===== src/design/tile_residency_lru_tracker_unit_macros.svh =====
// Assertion macros shared by the tracker RTL.
`ifndef TILE_RESIDENCY_LRU_TRACKER_UNIT_MACROS_SVH
`define TILE_RESIDENCY_LRU_TRACKER_UNIT_MACROS_SVH

// The consequent must hold in the same cycle as the antecedent.
`define TRLT_ASSERT_SAME(label, ante, cons, msg) \
    label: assert property (@(posedge i_clk) disable iff (!i_rst_n) \
        (ante) |-> (cons)) else $error(msg);

// The consequent must hold in the cycle after the antecedent.
`define TRLT_ASSERT_NEXT(label, ante, cons, msg) \
    label: assert property (@(posedge i_clk) disable iff (!i_rst_n) \
        (ante) |=> (cons)) else $error(msg);

`endif


===== src/design/trlt_pkg.sv =====
`default_nettype none

package trlt_pkg;

    localparam int TILE_IDX_W = 16;
    localparam int LAT_W      = 8;
    localparam int LON_W      = 9;
    localparam int TS_W       = 3;
    localparam int RES_W      = 4;

    localparam logic [1:0] FN_DECLARE  = 2'd0;
    localparam logic [1:0] FN_QUERY    = 2'd1;
    localparam logic [1:0] FN_COMPLETE = 2'd2;
    localparam logic [1:0] FN_UNUSED   = 2'd3;

    localparam logic [TS_W-1:0] TS_UNKNOWN  = 3'd0;
    localparam logic [TS_W-1:0] TS_IDLE     = 3'd1;
    localparam logic [TS_W-1:0] TS_PENDING  = 3'd2;
    localparam logic [TS_W-1:0] TS_RESIDENT = 3'd3;
    localparam logic [TS_W-1:0] TS_FAILED   = 3'd4;

    localparam logic [RES_W-1:0] ST_DECLARED  = 4'd0;
    localparam logic [RES_W-1:0] ST_ABSENT    = 4'd1;
    localparam logic [RES_W-1:0] ST_HIT       = 4'd2;
    localparam logic [RES_W-1:0] ST_REQUESTED = 4'd3;
    localparam logic [RES_W-1:0] ST_PENDING   = 4'd4;
    localparam logic [RES_W-1:0] ST_FAILED    = 4'd5;
    localparam logic [RES_W-1:0] ST_INSTALLED = 4'd6;
    localparam logic [RES_W-1:0] ST_FAIL_REC  = 4'd7;
    localparam logic [RES_W-1:0] ST_IGNORED   = 4'd8;

    localparam logic signed [LAT_W-1:0] LAT_MIN = -8'sd90;
    localparam logic signed [LAT_W-1:0] LAT_MAX = 8'sd89;
    localparam logic signed [LON_W-1:0] LON_MIN = -9'sd180;
    localparam logic signed [LON_W-1:0] LON_MAX = 9'sd179;
    localparam logic [9:0]  LAT_OFS  = 10'd90;
    localparam logic [10:0] LON_OFS  = 11'd180;
    localparam logic [TILE_IDX_W-1:0] LON_SPAN = 16'd360;

    typedef struct packed {
        logic hit;
        logic install;
    } t_rec_cmd;

    typedef struct packed {
        logic [TILE_IDX_W-1:0]   idx;
        logic signed [LAT_W-1:0] lat;
        logic signed [LON_W-1:0] lon;
    } t_rec_ent;

    typedef struct packed {
        logic     full;
        t_rec_ent victim;
    } t_rec_info;

endpackage

`default_nettype wire


===== src/design/trlt_recency.sv =====
`default_nettype none

module trlt_recency #(
    parameter int MAX_RESIDENT = 12
) (
    input  wire logic                 i_clk,
    input  wire logic                 i_rst_n,
    input  wire trlt_pkg::t_rec_cmd   i_cmd,
    input  wire trlt_pkg::t_rec_ent   i_ent,
    output trlt_pkg::t_rec_info       o_info
);

    localparam int CW = $clog2(MAX_RESIDENT + 1);

    trlt_pkg::t_rec_ent        r_ent [MAX_RESIDENT];
    logic [CW-1:0]             r_count;
    logic [MAX_RESIDENT-1:0]   w_match;
    logic [MAX_RESIDENT-1:0]   w_shift;
    logic                      w_full;

    always_comb begin
        for (int i = 0; i < MAX_RESIDENT; i++) begin
            w_match[i] = (CW'(i) < r_count) && (r_ent[i].idx == i_ent.idx);
        end
        for (int i = 0; i < MAX_RESIDENT; i++) begin
            w_shift[i] = |(w_match >> i);
        end
    end

    assign w_full = (r_count == CW'(MAX_RESIDENT));

    always_ff @(posedge i_clk) begin
        if (i_cmd.hit || i_cmd.install) begin
            r_ent[0] <= i_ent;
            for (int i = 1; i < MAX_RESIDENT; i++) begin
                if (i_cmd.install || w_shift[i]) begin
                    r_ent[i] <= r_ent[i-1];
                end
            end
        end
    end

    always_ff @(posedge i_clk) begin
        if (!i_rst_n) begin
            r_count <= '0;
        end else if (i_cmd.install && !w_full) begin
            r_count <= r_count + CW'(1);
        end
    end

    assign o_info.full   = w_full;
    assign o_info.victim = r_ent[MAX_RESIDENT-1];

endmodule

`default_nettype wire


===== config.mk =====
export PLATFORM = sky130hd
export DESIGN_NAME = trlt_recency
export DESIGN_NICKNAME = d
export VERILOG_FILES = /design/src/design/tile_residency_lru_tracker_unit_macros.svh /design/src/design/trlt_pkg.sv /design/src/design/trlt_recency.sv
export SDC_FILE = /design/constraint.sdc
export NUM_CORES = 1
export LEC_CHECK = 0
export ABC_AREA = 1
export BUFFER_PORTS_ARGS = -buffer_cell sky130_fd_sc_hd__buf_2
export CELL_PAD_IN_SITES_DETAIL_PLACEMENT = 1
export CELL_PAD_IN_SITES_GLOBAL_PLACEMENT = 2
export CORE_MARGIN = 2
export CORE_UTILIZATION = 35
export DETAILED_ROUTE_END_ITERATION = 10
export PLACE_DENSITY_LB_ADDON = 0.1
export SYNTH_ARGS = -nofsm -noshare
export SYNTH_HDL_FRONTEND = slang
export SYNTH_SLANG_ARGS = --single-unit
export TNS_END_PERCENT = 5

===== constraint.sdc =====
create_clock -name i_clk -period 4 [get_ports i_clk]
set_input_delay 0.8 -clock i_clk [delete_from_list [all_inputs] [get_ports i_clk]]
set_output_delay 0.8 -clock i_clk [all_outputs]
set_load 0.01 [all_outputs]

==> impl_metrics.json, run 1 <==
{
  "outcome": "completed",
  "syn-cell-area_sq_um": 16300,
  "grt_pass1_vias": 9595,
  "fin_worst_skew_ps": 17.3,
  "drive_gt1_frac": 0.134,
  "cts_made_buffers": 45,
  "gp_congestion": 0.826,
  "peakVddDrop_mv": 0.262,
  "synth_cells": 1323,
  "die_w_um": 220,
  "antenna_found_initial": 0,
  "critPathArrivalTime_ps": 3110,
  "critPathMaxFanout": 27,
  "synth_cell_types": 34,
  "synth_nets": 1363,
  "hpwl_mm": 28.6,
  "fin_crit_sh": 0.696,
  "fin_ws_ps": 1220,
  "seq_area_frac_synth": 0.735,
  "htree_levels": 2,
  "ant_nets": 0,
  "start_util": 0.352,
  "synth_area_leaders": "edfxtp_1 73%, nand2_1 8.9%, nor2_1 3.5%",
  "total_power_uw": 9580,
  "power_leakage_uw": 0.00736,
  "r2r_slack_ps": 1220,
  "dr_wl_met3_mm": 1.24,
  "portBuffers": 70,
  "post-place-ws_ps": 634,
  "cts_resized": 0,
  "insertion_delay_ps": 580,
  "required_ps": 4330,
  "p_comb_frac": 0.061,
  "path_clk_slew_ps": 60,
  "grt_usage": 0.161,
  "synth-edff-count": 396,
  "core_sq_um": 46300,
  "wl_per_cell_um": 18.3,
  "route.detailed.drc": 0,
  "grt_max_degree": 40,
  "root_buffer": "clkbuf_16",
  "reg2reg_depth": 12,
  "synth.largest_area_cell": "edfxtp_1",
  "worstSetupPathType": "reg2reg",
  "grt_pass1_wl_mm": 56.9,
  "fin_hold_ws_ps": 394,
  "fin_nets": 1442,
  "ys_warn_count": 0,
  "power_density_nw_per_um2": 516,
  "dr_total_vias": 9023,
  "wirelength_met1_mm": 17.2,
  "setup_viol": 0,
  "crit_path_start": "r_count[0]",
  "placementRows": 79,
  "drtPass1Iterations": 5,
  "finalHoldViolCount": 0,
  "rsz0062_at_grt": "false",
  "drtIter0Drc": 431,
  "io_pins": 71,
  "cts_tree": "yes",
  "worst_pin_slew_ps": 567,
  "period_needed_ps": 2780,
  "dieArea_sq_um": 48300,
  "clockBufferDepth": 3,
  "switching_power_uw": 2240,
  "fmax_ghz": 0.359,
  "power_frac_seq": 0.524,
  "grt_overflow": 0,
  "postSynthAreaPerCell_sq_um": 12.3,
  "routed_via_density": 4.41,
  "crit_path_end_kind": "flip-flop",
  "die_y_um": 220,
  "num-fill-cells": 4942,
  "internal_power_uw": 7340,
  "final_util": 0.402,
  "synth_ff_type": "edfxtp_1",
  "ys_async_sr_fraction": 0,
  "cp-endpoint": "r_ent[0][107]",
  "holdBufCountCts": 0,
  "drv_slew": 0,
  "r2r-start": "r_count[0]",
  "antennaDiodeCount": 0,
  "tns_ps": 0,
  "startpoint_type": "flip-flop",
  "synth_commonest_cells": "396 x edfxtp_1, 384 x nand2_1, 151 x nor2_1, 120 x inv_1, 45 x buf_4",
  "highest_layer": "met4",
  "hold_class": "in2reg",
  "area_growth_pct": 14.1,
  "max_cap_violations": 0,
  "regToRegEndpoint": "r_ent[0][107]",
  "netlist.area_leader.share": 0.730,
  "wirelength_mm": 37.5,
  "switching_share": 0.234,
  "slew_headroom": 0.621,
  "power_frac_clock": 0.415,
  "synth.most_common_cell": "edfxtp_1",
  "post-cts-setup-buffers": 0,
  "ys_ff_latch": 400,
  "clock_sinks": 400,
  "wl_met2_mm": 18.0
}
through the flow:
stage | area (sq um) | cells
floorplan | 16300 | 1323
CTS | 18600 | 2045
detailed placement | 17100 | 1962
global placement | 17100 | 1962
global route | 18600 | 2045
finish | 18600 | 2045
flip-flops by register name, summed over array words and instances (netlist names):
register and cells:
r_ent 396, r_count 4
worst max-delay path, stage by stage (launching register included):
cell and delay [ps]:
dfxtp_1 340, ha_1 260, nor2_1 460, nor2_1 110
nand2_1 80, nor2_1 40, nand3_1 70, nor2_1 60
nor2_1 150, nand2_1 100, nand2_2 170, nand3_1 360
buf_12 300
metal layers:
layer  track usage  vias up
li1              -     4537
met1         0.210     4293
met2         0.274      132
met3        0.0251       61
met4        0.0566        0
met5             0        -
layout make-up:
cell class,count,area [sq um],area share
inverters,133,512,0.0275
flip-flops and latches,400,12000,0.644
repair buffers,92,541,0.0291
clock buffers,56,1180,0.0634
well taps,607,759,0.0409
clock inverters,27,264,0.0142
multi-input cells,730,3350,0.180
how the worst min path moves through the flow:
stage	from	endpoint	depth (start not counted)
floorplan	r_ent[0][67]	r_ent[0][100]	0
global placement	r_ent[0][82]	r_ent[0][115]	0
detailed placement	r_ent[0][79]	r_ent[0][112]	0
CTS	i_ent[2]	r_ent[0][2]	1
global route	i_ent[2]	r_ent[0][2]	1
finish	i_ent[2]	r_ent[0][2]	1
placed cells by master, fill, tap and decap left out, types with 10 or more instances in the layout:
| cell | Yosys | routed |
|---|---|---|
| buf_2 | 5 | 70 |
| buf_4 | 45 | 20 |
| clkbuf_1 | 0 | 10 |
| clkbuf_16 | 0 | 45 |
| edfxtp_1 | 396 | 396 |
| inv_1 | 120 | 120 |
| nand2_1 | 384 | 384 |
| nand3_1 | 30 | 28 |
| nand4_1 | 20 | 20 |
| nor2_1 | 151 | 150 |
| o21ai_0 | 23 | 23 |
| o21ai_1 | 11 | 11 |
| xnor2_1 | 33 | 33 |
| xor2_1 | 25 | 25 |
power by group through the flow:
stage | registers (uW) | logic [uW] | clock network [uW]
final | 5020 | 583 | 3970
after global routing | 5050 | 667 | 4240
after CTS | 5030 | 605 | 4110
after detailed placement | 5110 | 602 | 0
after global placement | 5100 | 597 | 0
after floorplan | 5070 | 404 | 0
kinds of logic after synthesis:
logic type	after synthesis	share of synthesized area
xor gates and xnor gates	58	0.0312
buffers and inverters	193	0.0606
and+or+nand+nor	623	0.156
DFF	400	0.735
AOI/OAI and AO/OA	46	0.0148
adders and majority gates	3	0.00231
(Power assumes the default switching activity.)
==> inputs of run 2 (changes only) <==
==> constraint.sdc (replaced) <==
create_clock -name i_clk -period 2.85 [get_ports i_clk]
set_input_delay 0.57 -clock i_clk [delete_from_list [all_inputs] [get_ports i_clk]]
set_output_delay 0.57 -clock i_clk [all_outputs]
set_load 0.01 [all_outputs]
==> run 2 against run 1 <==
Net effect:
- register-to-register slack got worse by 860 ps
- worst setup slack worse by 860 ps
- worst hold slack got worse by 220 ps
- count of clock-buffer cells in the layout shrank 5
- global-route usage down 0.076 points
- cell count is 0.98% higher
- critical path depth is 1 higher
- flip-flop and latch count unchanged
- largest power group unchanged
- via count is 2.6% higher
- sequential share of layout area is 0.75 points lower
- die area did not move
==> impl_metrics.json, run 2 (synthesized netlist as in run 1, its figures left out) <==
{
  "drv_slew": 0,
  "worst_pin_slew_ps": 472,
  "ant_nets": 0,
  "route.detailed.drc": 0,
  "holdBufCountCts": 0,
  "grt_overflow": 0,
  "portBuffers": 70,
  "power_density_nw_per_um2": 709,
  "io_pins": 71,
  "slew_headroom": 0.685,
  "internal_power_uw": 10300,
  "cts_tree": "yes",
  "htree_levels": 2,
  "drive_gt1_frac": 0.143,
  "wl_per_cell_um": 18.2,
  "top_regs": "r_ent x396, r_count x4",
  "crit_path_end_kind": "flip-flop",
  "worstSetupPathType": "reg2reg",
  "crit_buf_inv": 2,
  "antennaDiodeCount": 0,
  "fin_crit_sh": 0.874,
  "die_w_um": 220,
  "die_y_um": 220,
  "wirelength_mm": 37.6,
  "finalHoldViolCount": 0,
  "area_growth_pct": 15.4,
  "cts_resized": 0,
  "reg2reg_depth": 13,
  "clock_sinks": 400,
  "gp_congestion": 0.883,
  "placementRows": 79,
  "outcome": "completed",
  "clockBufferDepth": 3,
  "peakVddDrop_mv": 0.466,
  "power_frac_clock": 0.405,
  "max_cap_violations": 0,
  "rsz0062_at_grt": "false",
  "total_power_uw": 13300,
  "insertion_delay_ps": 580,
  "grt_pass1_wl_mm": 56.9,
  "worst-path-stages": 13,
  "fin_hold_ws_ps": 175,
  "critical_path.max_stage_delay_ps": 470,
  "p_comb_frac": 0.065,
  "period_needed_ps": 2490,
  "grt_max_degree": 34,
  "required_ps": 3100,
  "switching_power_uw": 3050,
  "root_buffer": "clkbuf_16",
  "routed_via_density": 4.48,
  "top_register": "r_ent",
  "power_leakage_uw": 0.00749,
  "post-cts-setup-buffers": 0,
  "r2r-start": "r_count[2]",
  "hold_class": "in2reg",
  "hpwl_mm": 29.2,
  "final_cell_mix": "396 x edfxtp_1, 384 x nand2_1, 150 x nor2_1",
  "final_common_cell": "edfxtp_1",
  "crit_family": "simple AND/OR/NAND/NOR gates",
  "power_frac_seq": 0.530,
  "largest_register_ffs": 396,
  "grt_pass1_vias": 9830,
  "path_clk_slew_ps": 60,
  "dr_total_vias": 9260,
  "antenna_found_initial": 0,
  "cp-endpoint": "r_ent[0][112]",
  "startpoint_type": "flip-flop",
  "critPathMaxFanout": 33,
  "regToRegEndpoint": "r_ent[0][112]",
  "setup_viol": 0,
  "crit_slowest_cell": "dfxtp_1",
  "critPathArrivalTime_ps": 2740,
  "drtIter0Drc": 502,
  "cts_made_buffers": 45,
  "path_cells": "inv_2 -> nand2_1 -> nand2_1 -> nor2_1 -> nand2_1 -> nor2_1 -> nand2_1 -> nor2_1 -> nor2_1 -> nand2_1 -> nand2_2 -> nand3_1 -> buf_12",
  "fin_worst_skew_ps": 21.1,
  "start_util": 0.352,
  "fin_nets": 1463,
  "grt_usage": 0.160,
  "cpMostUsedCell": "nand2_1",
  "drtPass1Iterations": 6,
  "fmax_ghz": 0.401,
  "crit_path_start": "r_count[2]",
  "dieArea_sq_um": 48300,
  "r2r_slack_ps": 360,
  "core_sq_um": 46300,
  "switching_share": 0.229
}
run 2: changes by cell type in the layout (fill, tap and decap cells not counted), sizes merged:
cell      previous run  this run
buf                 92       113
inv                135       133
clkinvlp             6         2
clkbuf              56        51
clkinv              17        27
run 2: worst register-to-register path, stage by stage (launching register included):
cell and delay (ps):
dfxtp_1 470, inv_2 120, nand2_1 270, nand2_1 90, nor2_1 90, nand2_1 90, nor2_1 160, nand2_1 70
nor2_1 130, nor2_1 60, nand2_1 80, nand2_2 140, nand3_1 170, buf_12 220
run 2: power groups by stage:
stage               Combinational [uW]  Clock, uW  Sequential, uW
floorplan                          567          0            7120
global placement                   876          0            7160
detailed placement                 890          0            7180
CTS                                892       5600            7060
global route                       978       5770            7090
finish                             866       5400            7050
run 2: metrics by stage:
stage	worst slack [ps]	instances	util	TNS [ps]	instance area, sq um
4_1_cts	356	2065	0.406	0	18800
5_1_grt	220	2065	0.406	0	18800
2_1_floorplan	-372	1323	-	-12940	16300
3_5_place_dp	87.2	1983	0.376	0	17400
3_3_place_gp	73.9	1983	0.376	0	17400
6_report	359	2065	0.406	0	18800
run 2: final cells by class:
type / count / area [sq um]
Multi-Input combinational cell: 730 / 3350
Clock buffer: 51 / 1150
Clock inverter: 31 / 233
Sequential cell: 400 / 12000
Fill cell: 4881 / 27500
Timing Repair Buffer: 113 / 823
Inverter: 133 / 512
Tap cell: 607 / 759
run 2: worst min-delay path by stage:
stage | startpoint | end | slack (ps) | cells after the start
2_1_floorplan | r_ent[0][67] | r_ent[0][100] | 400 | 0
3_3_place_gp | r_ent[0][25] | r_ent[0][58] | 400 | 0
3_5_place_dp | r_ent[0][17] | r_ent[0][50] | 410 | 0
4_1_cts | i_ent[9] | r_ent[0][9] | 140 | 1
5_1_grt | i_ent[13] | r_ent[0][13] | 150 | 1
6_report | i_ent[9] | r_ent[0][9] | 180 | 1
run 2: routing by layer:
metal  up-vias  global-route usage  wire length, um
li1       4578                   -                -
met1      4452               0.209            17200
met2       155               0.266            17600
met3        75              0.0236             1300
met4         0              0.0720             1450
met5         -                   0                0
==> inputs of run 3 (changes only) <==
==> constraint.sdc (replaced) <==
create_clock -name i_clk -period 2.85 [get_ports i_clk]
set_input_delay 0.285 -clock i_clk [delete_from_list [all_inputs] [get_ports i_clk]]
set_output_delay 0.285 -clock i_clk [all_outputs]
set_load 0.01 [all_outputs]
==> run 3 against run 2 <==
Net effect:
- clock power grew 8.7%
- worst hold slack lost 120 ps
- wire length grew 1.4%
- critical path type unchanged
- register-to-register slack gained 50 ps
- sequential power is essentially flat
- critical path depth is the same
- core utilization grew 0.36 points
- sequential share of layout area shrank 0.55 points
- power grew 3.6%
- cell area grew 0.88%
- global-route usage grew 0.35 points
==> impl_metrics.json, run 3 (synthesized netlist as in run 1, its figures left out) <==
{
  "fin_worst_skew_ps": 19.9,
  "critPathMaxFanout": 33,
  "wl_per_cell_um": 18.4,
  "power_frac_seq": 0.511,
  "placed_area_sq_um": 17300,
  "crit_path_start": "r_count[2]",
  "grt_pass1_wl_mm": 58.3,
  "critPathArrivalTime_ps": 2710,
  "fin_nets": 1467,
  "internal_power_uw": 10700,
  "drv_slew": 0,
  "fmax_ghz": 0.409,
  "htree_levels": 2,
  "outcome": "completed",
  "regToRegEndpoint": "r_ent[0][104]",
  "worst_pin_slew_ps": 643,
  "worstSetupPathType": "reg2reg",
  "wirelength_mm": 38.1,
  "hold_class": "in2reg",
  "multiInputGateArea_sq_um": 3350,
  "grt_overflow": 0,
  "finalHoldViolCount": 0,
  "power_leakage_uw": 0.00754,
  "setup_viol": 0,
  "cp-endpoint": "r_ent[0][104]",
  "slew_headroom": 0.571,
  "drtPass1Iterations": 4,
  "switching_share": 0.224,
  "die_y_um": 220,
  "top_register": "r_ent",
  "antenna_found_initial": 0,
  "period_needed_ps": 2450,
  "regArea_sq_um": 12000,
  "start_util": 0.352,
  "top_regs": "r_ent x396, r_count x4",
  "insertion_delay_ps": 580,
  "placementRows": 79,
  "root_buffer": "clkbuf_16",
  "portBuffers": 70,
  "startpoint_type": "flip-flop",
  "grt_usage": 0.164,
  "drive_gt1_frac": 0.133,
  "finalNonFillerCells": 2066,
  "post-cts-setup-buffers": 0,
  "path_clk_slew_ps": 60,
  "clockBufferDepth": 3,
  "grt_max_degree": 41,
  "max_cap_violations": 0,
  "drtIter0Drc": 378,
  "antennaDiodeCount": 0,
  "r2r_slack_ps": 400,
  "hpwl_mm": 28.8,
  "fin_crit_sh": 0.858,
  "final_common_cell": "edfxtp_1",
  "total_power_uw": 13800,
  "routed_via_density": 4.46,
  "route.detailed.drc": 0,
  "ant_nets": 0,
  "r2r-start": "r_count[2]",
  "clock_sinks": 400,
  "cts_tree": "yes",
  "reg2reg_depth": 13,
  "placed_cells": 1969,
  "switching_power_uw": 3090,
  "power_frac_clock": 0.426,
  "grt_pass1_vias": 9816,
  "p_comb_frac": 0.063,
  "largest_register_ffs": 396,
  "dieArea_sq_um": 48300,
  "fin_ws_ps": 404,
  "cts_made_buffers": 45,
  "die_w_um": 220,
  "final_util": 0.410,
  "gp_congestion": 0.851,
  "io_pins": 71,
  "area_growth_pct": 16.4,
  "peakVddDrop_mv": 0.447,
  "final_cell_mix": "396 x edfxtp_1, 384 x nand2_1, 150 x nor2_1",
  "required_ps": 3110,
  "post-place-ws_ps": 172,
  "num-fill-cells": 4938,
  "rsz0062_at_grt": "false",
  "dr_total_vias": 9224,
  "finalInstanceArea_sq_um": 19000,
  "power_density_nw_per_um2": 727,
  "crit_path_end_kind": "flip-flop",
  "core_sq_um": 46300
}
[run 3: cell count changes in the layout (fill, tap and decap cells not counted), sizes merged]
| cell | before | now |
|---|---|---|
| dlygate4sd3 | 0 | 18 |
| buf | 113 | 99 |
| clkinv | 27 | 20 |
| bufinv | 2 | 7 |
| clkbuf | 51 | 50 |
| clkinvlp | 2 | 1 |
| inv | 133 | 134 |
[run 3: power by group through the flow]
| stage | combinational (uW) | clock, uW | sequential, uW |
|---|---|---|---|
| after floorplan | 567 | 0 | 7120 |
| after global placement | 871 | 0 | 7160 |
| after detailed placement | 879 | 0 | 7180 |
| after CTS | 902 | 6070 | 7060 |
| after global routing | 988 | 6260 | 7090 |
| final | 871 | 5870 | 7050 |
[run 3: final cells by class]
type,count,share of cell area
Sequential cell,400,0.631
Multi-Input combinational cell,730,0.177
Clock buffer,50,0.0604
Timing Repair Buffer,117,0.0461
Tap cell,607,0.0401
Inverter,133,0.0270
Clock inverter,29,0.0185
[run 3: what timing repair did]
action | CTS | global route
hold buffers | 18 | 0
endpoints found under the hold margin | 21 | 0
setup endpoints to repair | 0 | 0
gates resized for setup | 0 | 0
[run 3: worst min path at each step]
stage,start,to,slack (ps),cells past startpoint
floorplan,i_ent[0],r_ent[0][0],380,0
global placement,r_ent[0][73],r_ent[0][106],400,0
finish,i_ent[28],r_ent[0][28],50,1
detailed placement,r_ent[0][15],r_ent[0][48],410,0
CTS,i_ent[30],r_ent[0][30],30,1
global route,i_ent[30],r_ent[0][30],60,1
[run 3: critical path: stages, from the launching register on]
cell and delay [ps]:
dfxtp_1 470, inv_2 120, nand2_1 220, nand2_1 90, nor2_1 90, nand2_1 90, nor2_1 160, nand2_1 70
nor2_1 140, nor2_1 70, nand2_1 70, nand2_2 120, nand3_1 180, buf_12 230
[run 3: layer usage]
layer / up-vias / wire length (um) / GRT usage
met1: 4472 / 17700 / 0.216
met3: 54 / 1230 / 0.0277
li1: 4583 / - / -
met4: 0 / 857 / 0.0510
met5: - / 0 / 0
met2: 115 / 18200 / 0.277
[run 3: stage by stage]
stage	hold WS [ps]	TNS, ps
after floorplan	384	-2860
after global placement	401	0
after detailed placement	405	0
after CTS	31.5	0
after global routing	58.4	0
final	52.4	0
